### src/design/sdwt_pkg.sv
// ----------------------------------------------------------------------------
// Segmented deadline wait timer package
// Widths, codes, reset values and the structs shared by the timer modules.
// ----------------------------------------------------------------------------
`default_nettype none

package sdwt_pkg;

  localparam int unsigned TimeW    = 48;
  localparam int unsigned GenW     = 32;
  localparam int unsigned DurW     = 32;
  localparam int unsigned CountW   = 8;
  localparam int unsigned ErrW     = 3;
  localparam int unsigned KindW    = 2;
  localparam int unsigned CfgAddrW = 2;
  localparam int unsigned CfgDataW = 32;
  localparam int unsigned ProdW    = DurW + CountW;

  // Register reset values.
  localparam logic [DurW-1:0]   TotalDurationReset = DurW'(7300000);
  localparam logic [DurW-1:0]   SliceLengthReset   = DurW'(1460000);
  localparam logic [CountW-1:0] SliceLimitReset    = CountW'(5);

  // Event kinds.
  typedef enum logic [KindW-1:0] {
    KIND_BEGIN   = 2'd0,
    KIND_POLL    = 2'd1,
    KIND_RESTART = 2'd2,
    KIND_STATUS  = 2'd3
  } kind_t;

  // Result error codes.
  typedef enum logic [ErrW-1:0] {
    ERR_OK             = 3'd0,
    ERR_CLOCK_BACK     = 3'd1,
    ERR_ALREADY_ACTIVE = 3'd2,
    ERR_NOT_ACTIVE     = 3'd3,
    ERR_SEGMENT        = 3'd4,
    ERR_RESTART_EARLY  = 3'd5
  } err_t;

  // Configuration register indexes.
  localparam logic [CfgAddrW-1:0] CFG_TOTAL_DURATION = 2'd0;
  localparam logic [CfgAddrW-1:0] CFG_SLICE_LENGTH   = 2'd1;
  localparam logic [CfgAddrW-1:0] CFG_SLICE_LIMIT    = 2'd2;

  typedef struct packed {
    logic [DurW-1:0]   total_duration;
    logic [DurW-1:0]   slice_length;
    logic [CountW-1:0] slice_limit;
  } timer_cfg_t;

  typedef struct packed {
    logic              armed;
    logic              start_valid;
    logic [TimeW-1:0]  start_time;
    logic              last_valid;
    logic [TimeW-1:0]  last_time;
    logic [GenW-1:0]   gen_id;
    logic [CountW-1:0] slices_used;
    logic [DurW-1:0]   deadline;
  } timer_state_t;

  typedef struct packed {
    kind_t            kind;
    logic [TimeW-1:0] now_ms;
    logic [GenW-1:0]  generation;
  } event_t;

  typedef struct packed {
    err_t              error_code;
    logic              deadline_reached;
    logic              full_wait_done;
    logic              is_active;
    logic              has_started;
    logic [TimeW-1:0]  elapsed_time;
    logic [CountW-1:0] slice_count;
    logic [GenW-1:0]   current_generation;
    logic [DurW-1:0]   cur_deadline;
  } result_t;

endpackage

`default_nettype wire

### src/design/sdwt_evt_if.sv
// ----------------------------------------------------------------------------
// Event channel
// Valid/ready channel carrying one timer event word.
// ----------------------------------------------------------------------------
`default_nettype none

interface sdwt_evt_if;
  logic                       valid;
  logic                       ready;
  logic [sdwt_pkg::KindW-1:0] kind;
  logic [sdwt_pkg::TimeW-1:0] now_ms;
  logic [sdwt_pkg::GenW-1:0]  generation;

  modport source (output valid, output kind, output now_ms, output generation,
                  input ready);
  modport sink   (input valid, input kind, input now_ms, input generation,
                  output ready);
endinterface

`default_nettype wire

### src/design/sdwt_res_if.sv
// ----------------------------------------------------------------------------
// Result channel
// Valid/ready channel carrying one timer result word.
// ----------------------------------------------------------------------------
`default_nettype none

interface sdwt_res_if;
  logic                        valid;
  logic                        ready;
  logic [sdwt_pkg::ErrW-1:0]   error_code;
  logic                        deadline_reached;
  logic                        full_wait_done;
  logic                        is_active;
  logic                        has_started;
  logic [sdwt_pkg::TimeW-1:0]  elapsed_time;
  logic [sdwt_pkg::CountW-1:0] slice_count;
  logic [sdwt_pkg::GenW-1:0]   current_generation;
  logic [sdwt_pkg::DurW-1:0]   cur_deadline;

  modport source (output valid, output error_code, output deadline_reached,
                  output full_wait_done, output is_active, output has_started,
                  output elapsed_time, output slice_count,
                  output current_generation, output cur_deadline,
                  input ready);
  modport sink   (input valid, input error_code, input deadline_reached,
                  input full_wait_done, input is_active, input has_started,
                  input elapsed_time, input slice_count,
                  input current_generation, input cur_deadline,
                  output ready);
endinterface

`default_nettype wire

### src/design/sdwt_cfg_if.sv
// ----------------------------------------------------------------------------
// Configuration write channel
// Valid/ready channel carrying a register index and write data.
// ----------------------------------------------------------------------------
`default_nettype none

interface sdwt_cfg_if;
  logic                          valid;
  logic                          ready;
  logic [sdwt_pkg::CfgAddrW-1:0] addr;
  logic [sdwt_pkg::CfgDataW-1:0] data;

  modport source (output valid, output addr, output data, input ready);
  modport sink   (input valid, input addr, input data, output ready);
endinterface

`default_nettype wire

### src/design/sdwt_eval.sv
// ----------------------------------------------------------------------------
// Timer event evaluation
// Combinational next state and result word for one event against the
// current timer state and configuration.
// ----------------------------------------------------------------------------
`default_nettype none

module sdwt_eval (
  input  sdwt_pkg::timer_state_t st,
  input  sdwt_pkg::timer_cfg_t   cfg,
  input  sdwt_pkg::event_t       ev,
  output sdwt_pkg::timer_state_t st_next,
  output sdwt_pkg::result_t      res
);
  import sdwt_pkg::*;

  logic              clock_back;
  logic [TimeW-1:0]  spent;
  logic [CountW-1:0] count_next;
  logic [ProdW-1:0]  prod;
  logic [DurW-1:0]   capped;
  logic [DurW-1:0]   poll_deadline;
  logic              begin_ok;
  logic              clock_back_post;
  logic [TimeW-1:0]  spent_post;
  err_t              err;
  logic              reached;

  // Time checks against the state before the event.
  assign clock_back = st.start_valid &&
                      ((ev.now_ms < st.start_time) ||
                       (st.last_valid && (ev.now_ms < st.last_time)));
  assign spent = (st.start_valid && !clock_back) ? (ev.now_ms - st.start_time)
                                                 : '0;

  // Deadline for a newly opened slice, capped at the full duration.
  assign count_next = st.slices_used + CountW'(1);
  assign prod       = cfg.slice_length * count_next;
  assign capped     = (prod < ProdW'(cfg.total_duration)) ? prod[DurW-1:0]
                                                          : cfg.total_duration;

  // Event handling; every error leaves the state as it was.
  always_comb begin
    st_next       = st;
    err           = ERR_OK;
    reached       = 1'b0;
    begin_ok      = 1'b0;
    poll_deadline = st.deadline;
    unique case (ev.kind)
      KIND_BEGIN: begin
        if (st.armed) begin
          err = ERR_ALREADY_ACTIVE;
        end else begin
          begin_ok            = 1'b1;
          st_next.armed       = 1'b1;
          st_next.start_valid = 1'b1;
          st_next.start_time  = ev.now_ms;
          st_next.last_valid  = 1'b1;
          st_next.last_time   = ev.now_ms;
          st_next.gen_id      = '0;
          st_next.slices_used = '0;
          st_next.deadline    = '0;
        end
      end
      KIND_POLL: begin
        priority if (!st.armed || (ev.generation == '0)) begin
          err = ERR_NOT_ACTIVE;
        end else if (clock_back) begin
          err = ERR_CLOCK_BACK;
        end else if ((ev.generation != st.gen_id) &&
                     ((ev.generation < st.gen_id) ||
                      (st.slices_used >= cfg.slice_limit) ||
                      ((st.gen_id != '0) && (spent < TimeW'(st.deadline))))) begin
          err = ERR_SEGMENT;
        end else begin
          if (ev.generation != st.gen_id) begin
            poll_deadline       = capped;
            st_next.gen_id      = ev.generation;
            st_next.slices_used = count_next;
            st_next.deadline    = capped;
          end
          st_next.last_valid = 1'b1;
          st_next.last_time  = ev.now_ms;
          reached            = spent >= TimeW'(poll_deadline);
        end
      end
      KIND_RESTART: begin
        priority if (!st.armed) begin
          err = ERR_RESTART_EARLY;
        end else if (clock_back) begin
          err = ERR_CLOCK_BACK;
        end else if (spent < TimeW'(cfg.total_duration)) begin
          err = ERR_RESTART_EARLY;
        end else begin
          st_next.armed      = 1'b0;
          st_next.last_valid = 1'b1;
          st_next.last_time  = ev.now_ms;
        end
      end
      KIND_STATUS: begin
        if (clock_back) begin
          err = ERR_CLOCK_BACK;
        end
      end
      default: begin
        err = ERR_OK;
      end
    endcase
  end

  // A successful begin resets the time base; other successful events keep
  // the clock consistent, so the earlier checks still hold after them.
  assign clock_back_post = begin_ok ? 1'b0 : clock_back;
  assign spent_post      = begin_ok ? '0 : spent;

  // Result word reflects the state after the event.
  always_comb begin
    res.error_code         = err;
    res.deadline_reached   = reached;
    res.full_wait_done     = st_next.armed && !clock_back_post &&
                             (spent_post >= TimeW'(cfg.total_duration));
    res.is_active          = st_next.armed;
    res.has_started        = st_next.start_valid;
    res.elapsed_time       = spent_post;
    res.slice_count        = st_next.slices_used;
    res.current_generation = st_next.gen_id;
    res.cur_deadline       = st_next.deadline;
  end

endmodule

`default_nettype wire

### src/design/segmented_deadline_wait_timer.sv
// ----------------------------------------------------------------------------
// Segmented deadline wait timer
// Long-wait timer armed by begin events, extended in generation slices by
// poll events and disarmed by restart once the full duration has passed.
// ----------------------------------------------------------------------------
//
//   Port   Direction  Contents
//   evt    sink       kind, now_ms, generation
//   res    source     error code, flags, elapsed time, slice state, deadline
//   cfg    sink       addr (0 total duration, 1 slice length, 2 slice limit),
//                     data; always ready
//
// Each event is taken into an input register, evaluated against the timer
// state, and its result word lands in the output register; one event is
// accepted every cycle while the result channel is not stalled.
// The slice deadline multiply (32 x 8) and the 48-bit time compares form the
// single evaluation stage. A stalled output holds the evaluation stage and
// then the input register. Reset clears the state and restores the default
// register values.
// ----------------------------------------------------------------------------
`default_nettype none

module segmented_deadline_wait_timer (
  input  wire logic   clk,
  input  wire logic   rst,
  sdwt_evt_if.sink    evt,
  sdwt_res_if.source  res,
  sdwt_cfg_if.sink    cfg
);
  import sdwt_pkg::*;

  timer_cfg_t   cfg_regs;
  timer_state_t state;
  timer_state_t state_next;
  event_t       ev_in;
  logic         ev_valid;
  result_t      res_next;
  result_t      res_word;
  logic         res_valid;
  logic         advance;

  // Configuration writes; indexes beyond the list are ignored.
  assign cfg.ready = 1'b1;

  always_ff @(posedge clk) begin
    if (rst) begin
      cfg_regs.total_duration <= TotalDurationReset;
      cfg_regs.slice_length   <= SliceLengthReset;
      cfg_regs.slice_limit    <= SliceLimitReset;
    end else if (cfg.valid) begin
      unique case (cfg.addr)
        CFG_TOTAL_DURATION: cfg_regs.total_duration <= cfg.data;
        CFG_SLICE_LENGTH:   cfg_regs.slice_length   <= cfg.data;
        CFG_SLICE_LIMIT:    cfg_regs.slice_limit    <= cfg.data[CountW-1:0];
        default:            cfg_regs                <= cfg_regs;
      endcase
    end
  end

  // The evaluation stage moves on whenever the output register is free.
  assign advance   = !res_valid || res.ready;
  assign evt.ready = !ev_valid || advance;

  // Input register.
  always_ff @(posedge clk) begin
    if (rst) begin
      ev_valid <= 1'b0;
    end else if (evt.ready) begin
      ev_valid <= evt.valid;
    end
  end

  always_ff @(posedge clk) begin
    if (evt.ready && evt.valid) begin
      ev_in.kind       <= kind_t'(evt.kind);
      ev_in.now_ms     <= evt.now_ms;
      ev_in.generation <= evt.generation;
    end
  end

  sdwt_eval u_eval (
    .st      (state),
    .cfg     (cfg_regs),
    .ev      (ev_in),
    .st_next (state_next),
    .res     (res_next)
  );

  // Timer state commits as the result word is registered.
  always_ff @(posedge clk) begin
    if (rst) begin
      state     <= '0;
      res_valid <= 1'b0;
    end else if (advance) begin
      res_valid <= ev_valid;
      if (ev_valid) begin
        state <= state_next;
      end
    end
  end

  always_ff @(posedge clk) begin
    if (advance && ev_valid) begin
      res_word <= res_next;
    end
  end

  // Output register to the result channel.
  assign res.valid              = res_valid;
  assign res.error_code         = res_word.error_code;
  assign res.deadline_reached   = res_word.deadline_reached;
  assign res.full_wait_done     = res_word.full_wait_done;
  assign res.is_active          = res_word.is_active;
  assign res.has_started        = res_word.has_started;
  assign res.elapsed_time       = res_word.elapsed_time;
  assign res.slice_count        = res_word.slice_count;
  assign res.current_generation = res_word.current_generation;
  assign res.cur_deadline       = res_word.cur_deadline;

endmodule

`default_nettype wire
### src/flat_wrapper.sv
// flat-port wrapper written by rule: the top's interface ports become plain ports
module segmented_deadline_wait_timer_flat import sdwt_pkg::*;
  (clk, rst, evt_valid, evt_kind, evt_now_ms, evt_generation, evt_ready, res_valid, res_error_code, res_deadline_reached, res_full_wait_done, res_is_active, res_has_started, res_elapsed_time, res_slice_count, res_current_generation, res_cur_deadline, res_ready, cfg_valid, cfg_addr, cfg_data, cfg_ready);
  sdwt_evt_if evt_i ();
  sdwt_res_if res_i ();
  sdwt_cfg_if cfg_i ();
  input  wire logic clk;
  input  wire logic rst;
  input wire logic [$bits(evt_i.valid)-1:0] evt_valid;
  input wire logic [$bits(evt_i.kind)-1:0] evt_kind;
  input wire logic [$bits(evt_i.now_ms)-1:0] evt_now_ms;
  input wire logic [$bits(evt_i.generation)-1:0] evt_generation;
  output wire logic [$bits(evt_i.ready)-1:0] evt_ready;
  output wire logic [$bits(res_i.valid)-1:0] res_valid;
  output wire logic [$bits(res_i.error_code)-1:0] res_error_code;
  output wire logic [$bits(res_i.deadline_reached)-1:0] res_deadline_reached;
  output wire logic [$bits(res_i.full_wait_done)-1:0] res_full_wait_done;
  output wire logic [$bits(res_i.is_active)-1:0] res_is_active;
  output wire logic [$bits(res_i.has_started)-1:0] res_has_started;
  output wire logic [$bits(res_i.elapsed_time)-1:0] res_elapsed_time;
  output wire logic [$bits(res_i.slice_count)-1:0] res_slice_count;
  output wire logic [$bits(res_i.current_generation)-1:0] res_current_generation;
  output wire logic [$bits(res_i.cur_deadline)-1:0] res_cur_deadline;
  input wire logic [$bits(res_i.ready)-1:0] res_ready;
  input wire logic [$bits(cfg_i.valid)-1:0] cfg_valid;
  input wire logic [$bits(cfg_i.addr)-1:0] cfg_addr;
  input wire logic [$bits(cfg_i.data)-1:0] cfg_data;
  output wire logic [$bits(cfg_i.ready)-1:0] cfg_ready;
  assign evt_i.valid = evt_valid;
  assign evt_i.kind = evt_kind;
  assign evt_i.now_ms = evt_now_ms;
  assign evt_i.generation = evt_generation;
  assign evt_ready = evt_i.ready;
  assign res_valid = res_i.valid;
  assign res_error_code = res_i.error_code;
  assign res_deadline_reached = res_i.deadline_reached;
  assign res_full_wait_done = res_i.full_wait_done;
  assign res_is_active = res_i.is_active;
  assign res_has_started = res_i.has_started;
  assign res_elapsed_time = res_i.elapsed_time;
  assign res_slice_count = res_i.slice_count;
  assign res_current_generation = res_i.current_generation;
  assign res_cur_deadline = res_i.cur_deadline;
  assign res_i.ready = res_ready;
  assign cfg_i.valid = cfg_valid;
  assign cfg_i.addr = cfg_addr;
  assign cfg_i.data = cfg_data;
  assign cfg_ready = cfg_i.ready;
  segmented_deadline_wait_timer u_core (.clk(clk), .rst(rst), .evt(evt_i), .res(res_i), .cfg(cfg_i));
endmodule
### config.mk
export PLATFORM = sky130hd
export DESIGN_NAME = segmented_deadline_wait_timer_flat
export DESIGN_NICKNAME = d
export VERILOG_FILES = /design/src/design/sdwt_pkg.sv /design/src/design/sdwt_evt_if.sv /design/src/design/sdwt_res_if.sv /design/src/design/sdwt_cfg_if.sv /design/src/design/sdwt_eval.sv /design/src/design/segmented_deadline_wait_timer.sv /design/src/flat_wrapper.sv
export SDC_FILE = /design/constraint.sdc
export NUM_CORES = 2
export LEC_CHECK = 0
export BUFFER_PORTS_ARGS = -buffer_cell sky130_fd_sc_hd__buf_4
export CORE_MARGIN = 5
export CORE_UTILIZATION = 40
export CTS_BUF_LIST = sky130_fd_sc_hd__clkbuf_4
export DETAILED_ROUTE_END_ITERATION = 7
export SYNTH_ARGS = -nofsm -noshare
export SYNTH_HDL_FRONTEND = slang
export SYNTH_SLANG_ARGS = --single-unit
### constraint.sdc
create_clock -name clk -period 10.1 [get_ports clk]
set_input_delay 2.525 -clock clk [delete_from_list [all_inputs] [get_ports clk]]
set_output_delay 2.525 -clock clk [all_outputs]
set_load 0.05 [all_outputs]
[Word-level counts from Yosys, hierarchy flattened]
Index checks and enable logic that the tools add are counted.
W data, S select, Z words.
Word-level totals
  register bits: 454
  word-level logic and storage cells: 119
  memories kept: 0
  ROM bits: 0
  bits of input ports: 121
  bits in latches: 0
  output and inout bits: 130
  memory bits (writable): 0
Operators by class
  multipliers: 1
  mux-type cells: 35
  divide/modulo/power cells: 0
  reduce and logical (&&, ||, !) cells: 32
  eq/ne operators: 13
  magnitude comparators: 9
  shift operators: 0
  bitwise logic cells: 2
  add/subtract/negate cells: 2
Operator list (number)
  $mux W121: 3
  $mux W49: 4
  $mux W32: 6
  $mux W170: 1
  $pmux W49 S3: 1
  $pmux W72 S2: 1
  $ge A48 B32 Y1: 2
  $lt A48 B32 Y1: 2
  $lt A48 B48 Y1: 2
  $mux W48: 2
  $mux W72: 1
  $sub A48 B48 Y48: 1
  $lt A40 B32 Y1: 1
  $mul A32 B8 Y40: 1
  $logic_not A32 Y1: 1
  $lt A32 B32 Y1: 1
  $ne A32 B32 Y1: 1
  $reduce_bool A32 Y1: 1
  $mux W3: 6
  $ne A2 B2 Y1 const B: 6
  $pmux W3 S4: 1
  $reduce_and A10 Y1: 1
  $logic_and A1 B1 Y1: 9
  $add A8 B1 Y8 const B: 1
  other kinds (15): 38

[Longest topological paths before layout]
  depth after elaboration: 16
  gate-level depth with buffers: 48
  mapped depth without buffers: 47

[Cells and area by module]
Synthesis repeated with hierarchy kept, for this count alone.
Unflattened totals
  cell total of the unflattened synthesis: 4164
  area, all modules: 38092.8 sq um
By module, submodules not included
  sdwt_eval: area each 21525.6 sq um, sequential area each 0.0 sq um, times used 1, cells each 2897
  segmented_deadline_wait_timer: area each 16567.1 sq um, sequential area each 11180.7 sq um, times used 1, cells each 1267

[Worst setup path before layout]
No wires, ideal clock.
  path kind: register to register
  start point: register u_core.state[36] in the netlist's numbering
  end point: register u_core.res_word (netlist bit u_core.res.deadline_reached) (data pin)
  path buffers: 1
  period minus slack after synthesis: 9.819 ns
  slack: 0.281 ns
  stages on the path, launching flop included: 47
  arrival time: 9.553 ns
  required time: 9.834 ns
  setup time: 0.266 ns
  cells stage by stage: dfxtp_1 -> and3_1 -> nand3_1 -> nor2_1 -> xor2_1 -> clkbuf_1 -> nand2_1 -> fa_1 -> fa_1 -> inv_1 -> fa_1 -> inv_1 -> fa_1 -> inv_1 -> ha_1 -> a2111oi_0 -> a21oi_1 -> o2111ai_1 -> [... 11 more ...] -> o21ai_0 -> a2111oi_0 -> nand4_1 -> mux2i_1 -> o21ai_0 -> ha_1 -> nand2b_1 -> a21o_1 -> a21o_1 -> a21o_1 -> a21o_1 -> a211oi_1 -> o21bai_1 -> a2111oi_0 -> o21ai_0 -> a21oi_1 -> or4_1 -> a21oi_1
On the way
  cells in the longest elaborated chain, start to end: 10
  elaborated cells between the ends (all ways): 15
  those cells by class: add/sub: 1; mul: 1; order compare: 3; mux: 6; reduce/logical: 4
Ends and longest elaborated chain
  start: declaration: line segmented_deadline_wait_timer.sv:33  | timer_state_t state;
  start signal: assignment: line segmented_deadline_wait_timer.sv:97  | state <= state_next;
  $add A8 B1 Y8: line sdwt_eval.sv:37  | assign count_next = st.slices_used + CountW'(1);
  $mul A32 B8 Y40: line sdwt_eval.sv:38  | assign prod = cfg.slice_length * count_next;
  $lt A40 B32 Y1: line sdwt_eval.sv:39  | assign capped = (prod < ProdW'(cfg.total_duration)) ? prod[DurW-1:0]
  $mux W32: line sdwt_eval.sv:39
  $mux W32: line sdwt_eval.sv:76  | if (ev.generation != st.gen_id) begin
  $mux W32: line sdwt_eval.sv:70  | end else if ((ev.generation != st.gen_id) &&
  $mux W32: line sdwt_eval.sv:68  | end else if (clock_back) begin
  $mux W32: line sdwt_eval.sv:66  | priority if (!st.armed || (ev.generation == '0)) begin
  $mux W32: line sdwt_eval.sv:49  | unique case (ev.kind)
  $ge A48 B32 Y1: line sdwt_eval.sv:84  | reached = spent >= TimeW'(poll_deadline);
  end signal: assignment: line segmented_deadline_wait_timer.sv:104  | res_word <= res_next;
  end: declaration: line segmented_deadline_wait_timer.sv:38  | result_t res_word;
Several ways; a longest one is shown, not always the timed one. The select of a mux whose other input is x is not followed.
A chain may end at the register's enable or synchronous reset.

[Worst setup path after layout]
  start point: register u_core.state[33] in the netlist's numbering
  end point: register u_core.res_word (netlist bit u_core.res.deadline_reached) (data pin)
The elaborated chain is that of the path after synthesis.

==> impl_metrics.env <==
export IMPL_status="complete, no violations"
export IMPL_synth_seq_cells=454
export IMPL_final_hold_viol_count=0
export IMPL_crit_path_end_kind="flop"
export IMPL_portBuffers=249
export IMPL_grt_max_degree=78
export IMPL_crit_top_cell="a21o_1"
export IMPL_drive_above_1_share_pct=16.5
export IMPL_busiest_layer="met2"
export IMPL_vias=28700
export IMPL_worst_pin_slew_ns=0.979
export IMPL_synthFlopType="dfxtp_1"
export IMPL_postLayoutCellArea_um2=40200
export IMPL_p_per_area_nw_per_um2=117
export IMPL_fillCellCount=8322
export IMPL_ys_seq_area_share_pct=32.6
export IMPL_max_cap_violations=0
export IMPL_fin_crit_ns=9.60
export IMPL_yosys_top_cells_area="edfxtp_1 (18%), dfxtp_1 (14%), ha_1 (13%), fa_1 (11%), inv_1 (4.9%)"
export IMPL_layout_nets=4733
export IMPL_use_met2_pct=36.2
export IMPL_cts_buffers=136
export IMPL_setup_viol=0
export IMPL_synth_area_leader_cell="edfxtp_1"
export IMPL_netlist_area_leader_share_pct=18.3
export IMPL_cts_hold_buffers=0
export IMPL_fin_setup_tns_ns=0
export IMPL_relSlewSlack_pct=34.7
export IMPL_overflow=0
export IMPL_ys_warn_count=0
export IMPL_start_util_pct=40.3
export IMPL_timing_final_crit_share_pct=95.0
export IMPL_cts_sinks=454
export IMPL_place_congestion=0.894
export IMPL_synth_edf_count=209
export IMPL_synthArstFlopShare_pct=0
export IMPL_cts_clk_slew_worst_paths_ns=0.06
export IMPL_dieArea_um2=91700
export IMPL_area_growth_pct=17.0
export IMPL_crit_fanout=6
export IMPL_grt_pass1_wl_mm=161
export IMPL_slowest_stage="fa_1"
export IMPL_p_total_mw=4.70
export IMPL_post_drt_wl_per_cell_um=19.7
export IMPL_ir_worst_vdd_mv=0.0931
export IMPL_use_met1_pct=30.6
export IMPL_io_pins=251
export IMPL_placed_area_um2=37800
export IMPL_arrival_ns=10.36
export IMPL_first_global_vias=27700
export IMPL_dp_cells=5066
export IMPL_cts_tree="built"
export IMPL_power_leakage_nw=17.2
export IMPL_rows=107
export IMPL_grtUsageMet3_pct=3.58
export IMPL_post_drt_via_cell_ratio=5.39
export IMPL_syn_nets=4401
export IMPL_worstSkewPairLatency_ns=1.05
export IMPL_wl_mm=105
export IMPL_ctsRootBufferMaster="clkbuf_4"
export IMPL_fin_skew_ns=0.0743
export IMPL_dp_hpwl_mm=81.6
export IMPL_final_max_slew_viol_count=0
export IMPL_worstPathRequired_ns=10.86
export IMPL_setup_slack_ns=0.503
export IMPL_ctsHtreeMaxLevel=4
export IMPL_whs_ns=0.453
export IMPL_dp_slack_ns=-0.222
export IMPL_die_h_um=303
export IMPL_cts_path_max_buffers=3
export IMPL_drc_errors=0
export IMPL_first_pass_iters=7
export IMPL_die_w_um=303
export IMPL_syn_area_um2=34300
export IMPL_r2r_slack_ns=0.50
export IMPL_synth_area_per_cell_um2=9.17
export IMPL_drtAntennaViolNets=0
export IMPL_fin_util_pct=47.2
export IMPL_timing_fmax_ghz=0.104
export IMPL_hold_class="flop to flop"
export IMPL_synth_cell_type_count=93
export IMPL_critPathLaunchType="flop"
export IMPL_path_class="flop to flop"
export IMPL_drt_iter0_drc=1872
export IMPL_antenna_found_initial=4
export IMPL_stdcell_count=5333
export IMPL_grt_use_total_pct=22.5
export IMPL_max_stage_delay_ns=0.54
export IMPL_syn_inst=3741
export IMPL_core_area_um2=85100
==> synth_stat cells, drive strengths merged, types with 6 or more instances <==
cell     number
a2111oi      12
a211o        17
a211oi       35
a21o         71
a21oi       274
a221oi        7
a22o        183
a22oi         7
a31oi         9
and2        207
and3         45
and4         12
buf          68
clkbuf      111
dfxtp       245
edfxtp      209
fa          181
ha          358
inv         450
mux2i        12
nand2       446
nand2b       24
nand3        62
nand3b       14
nand4        63
nor2        146
nor2b        26
nor3         35
nor4         26
o2111ai       8
o211ai       23
o21a         23
o21ai       131
o21bai       17
o221ai       24
o31ai        11
or2           6
or3           8
or4           7
xnor2        45
xor2         24
==> per-layer routing <==
metal  wire length, um  vias to the layer above
met5                25                        -
li1                  -                    13800
met2             48600                      773
met4              3820                        4
met3              5570                      177
met1             47100                    13900
==> placed cells by master (no fill, tap or decap), types with 22 or more instances in the layout <==
cell and count:
xnor2_1 41, dfxtp_1 242, a211oi_1 33, o221ai_1 24, xor2_1 22, o21ai_1 35, buf_4 352, nand2_1 441
a21o_1 71, clkbuf_4 203, nand3_1 57, nor3_1 31, edfxtp_1 209, nor2b_1 26, ha_1 350, nand2b_1 24
nand4_1 61, a21oi_1 263, and2_1 202, fa_1 181, clkinv_1 29, o211ai_1 22, o21a_1 23, o21ai_0 93
nor4_1 25, nor2_1 141, and3_1 44, a22o_1 183, inv_1 449
==> area by class of cell <==
cell class	count	area [um2]	area share (%)
antenna	6	15.0	0.0374
clock buffer	203	1520	3.80
clock inverter	45	302	0.751
inverter	451	1700	4.23
multi-input combinational	2657	21100	52.6
sequential	454	11200	27.9
tap	1144	1430	3.56
timing repair buffer	373	2890	7.20
==> power breakdown <==
part / switching, mW / internal (mW) / total [mW]
sequential: 0.0577 / 1.98 / 2.04
clock: 0.862 / 1.03 / 1.89
combinational: 0.499 / 0.271 / 0.770
total: 1.42 / 3.28 / 4.70
==> kinds of logic (layout without fill, tap and decap cells) <==
family / after synthesis / after routing / synth area share [%]
buffers and inverters: 630 / 1072 / 7.18
flip-flops: 454 / 454 / 32.6
AO/OA/AOI/OAI: 898 / 898 / 18.1
multiplexers: 13 / 13 / 0.383
adder cells (fa/ha/maj): 539 / 539 / 23.6
other: 1 / 7 / 0.0109
XOR/XNOR: 69 / 69 / 1.76
AND/OR/NAND/NOR: 1137 / 1137 / 16.4
==> worst paths after layout <==
path,from,end,cells past startpoint
worst max-delay path,u_core.state[33],u_core.res.deadline_reached,47
worst min-delay path,u_core.state[124],u_core.state[124],2
worst max register to register,u_core.state[33],u_core.res.deadline_reached,47
worst min register to register,u_core.state[124],u_core.state[124],2
==> worst max-delay path: cells and delay by family, from the launching register on <==
kind / cells / cell delay (ns)
AOI/OAI and AO/OA: 23 / 3.79
adders and majority gates: 7 / 2.85
and+or+nand+nor: 9 / 1.28
buffers and inverters: 5 / 0.47
xor gates and xnor gates: 2 / 0.45
DFF: 1 / 0.37
muxes: 1 / 0.11
==> repair_timing <==
action | 4_1_cts | 5_1_grt
gates resized for setup | 8 | 96
endpoints found under the setup margin | 1 | 1
gates cloned | 0 | 4
pin swaps | 1 | 47
setup buffers | 0 | 9
==> registers in the layout, summed over array words and instances, names as in the netlist <==
register	flops
u_core.cfg_regs	72
u_core.ev_valid	1
u_core.res.error_code	3
u_core.res.full_wait_done	1
u_core.res.slice_count	8
u_core.ev_in	82
u_core.res.deadline_reached	1
u_core.res.current_generation	32
u_core.res.elapsed_time	48
u_core.res.is_active	1
u_core.res.has_started	1
u_core.state	171
u_core.res.cur_deadline	32
u_core.res.valid	1
(Power assumes the default switching activity.)
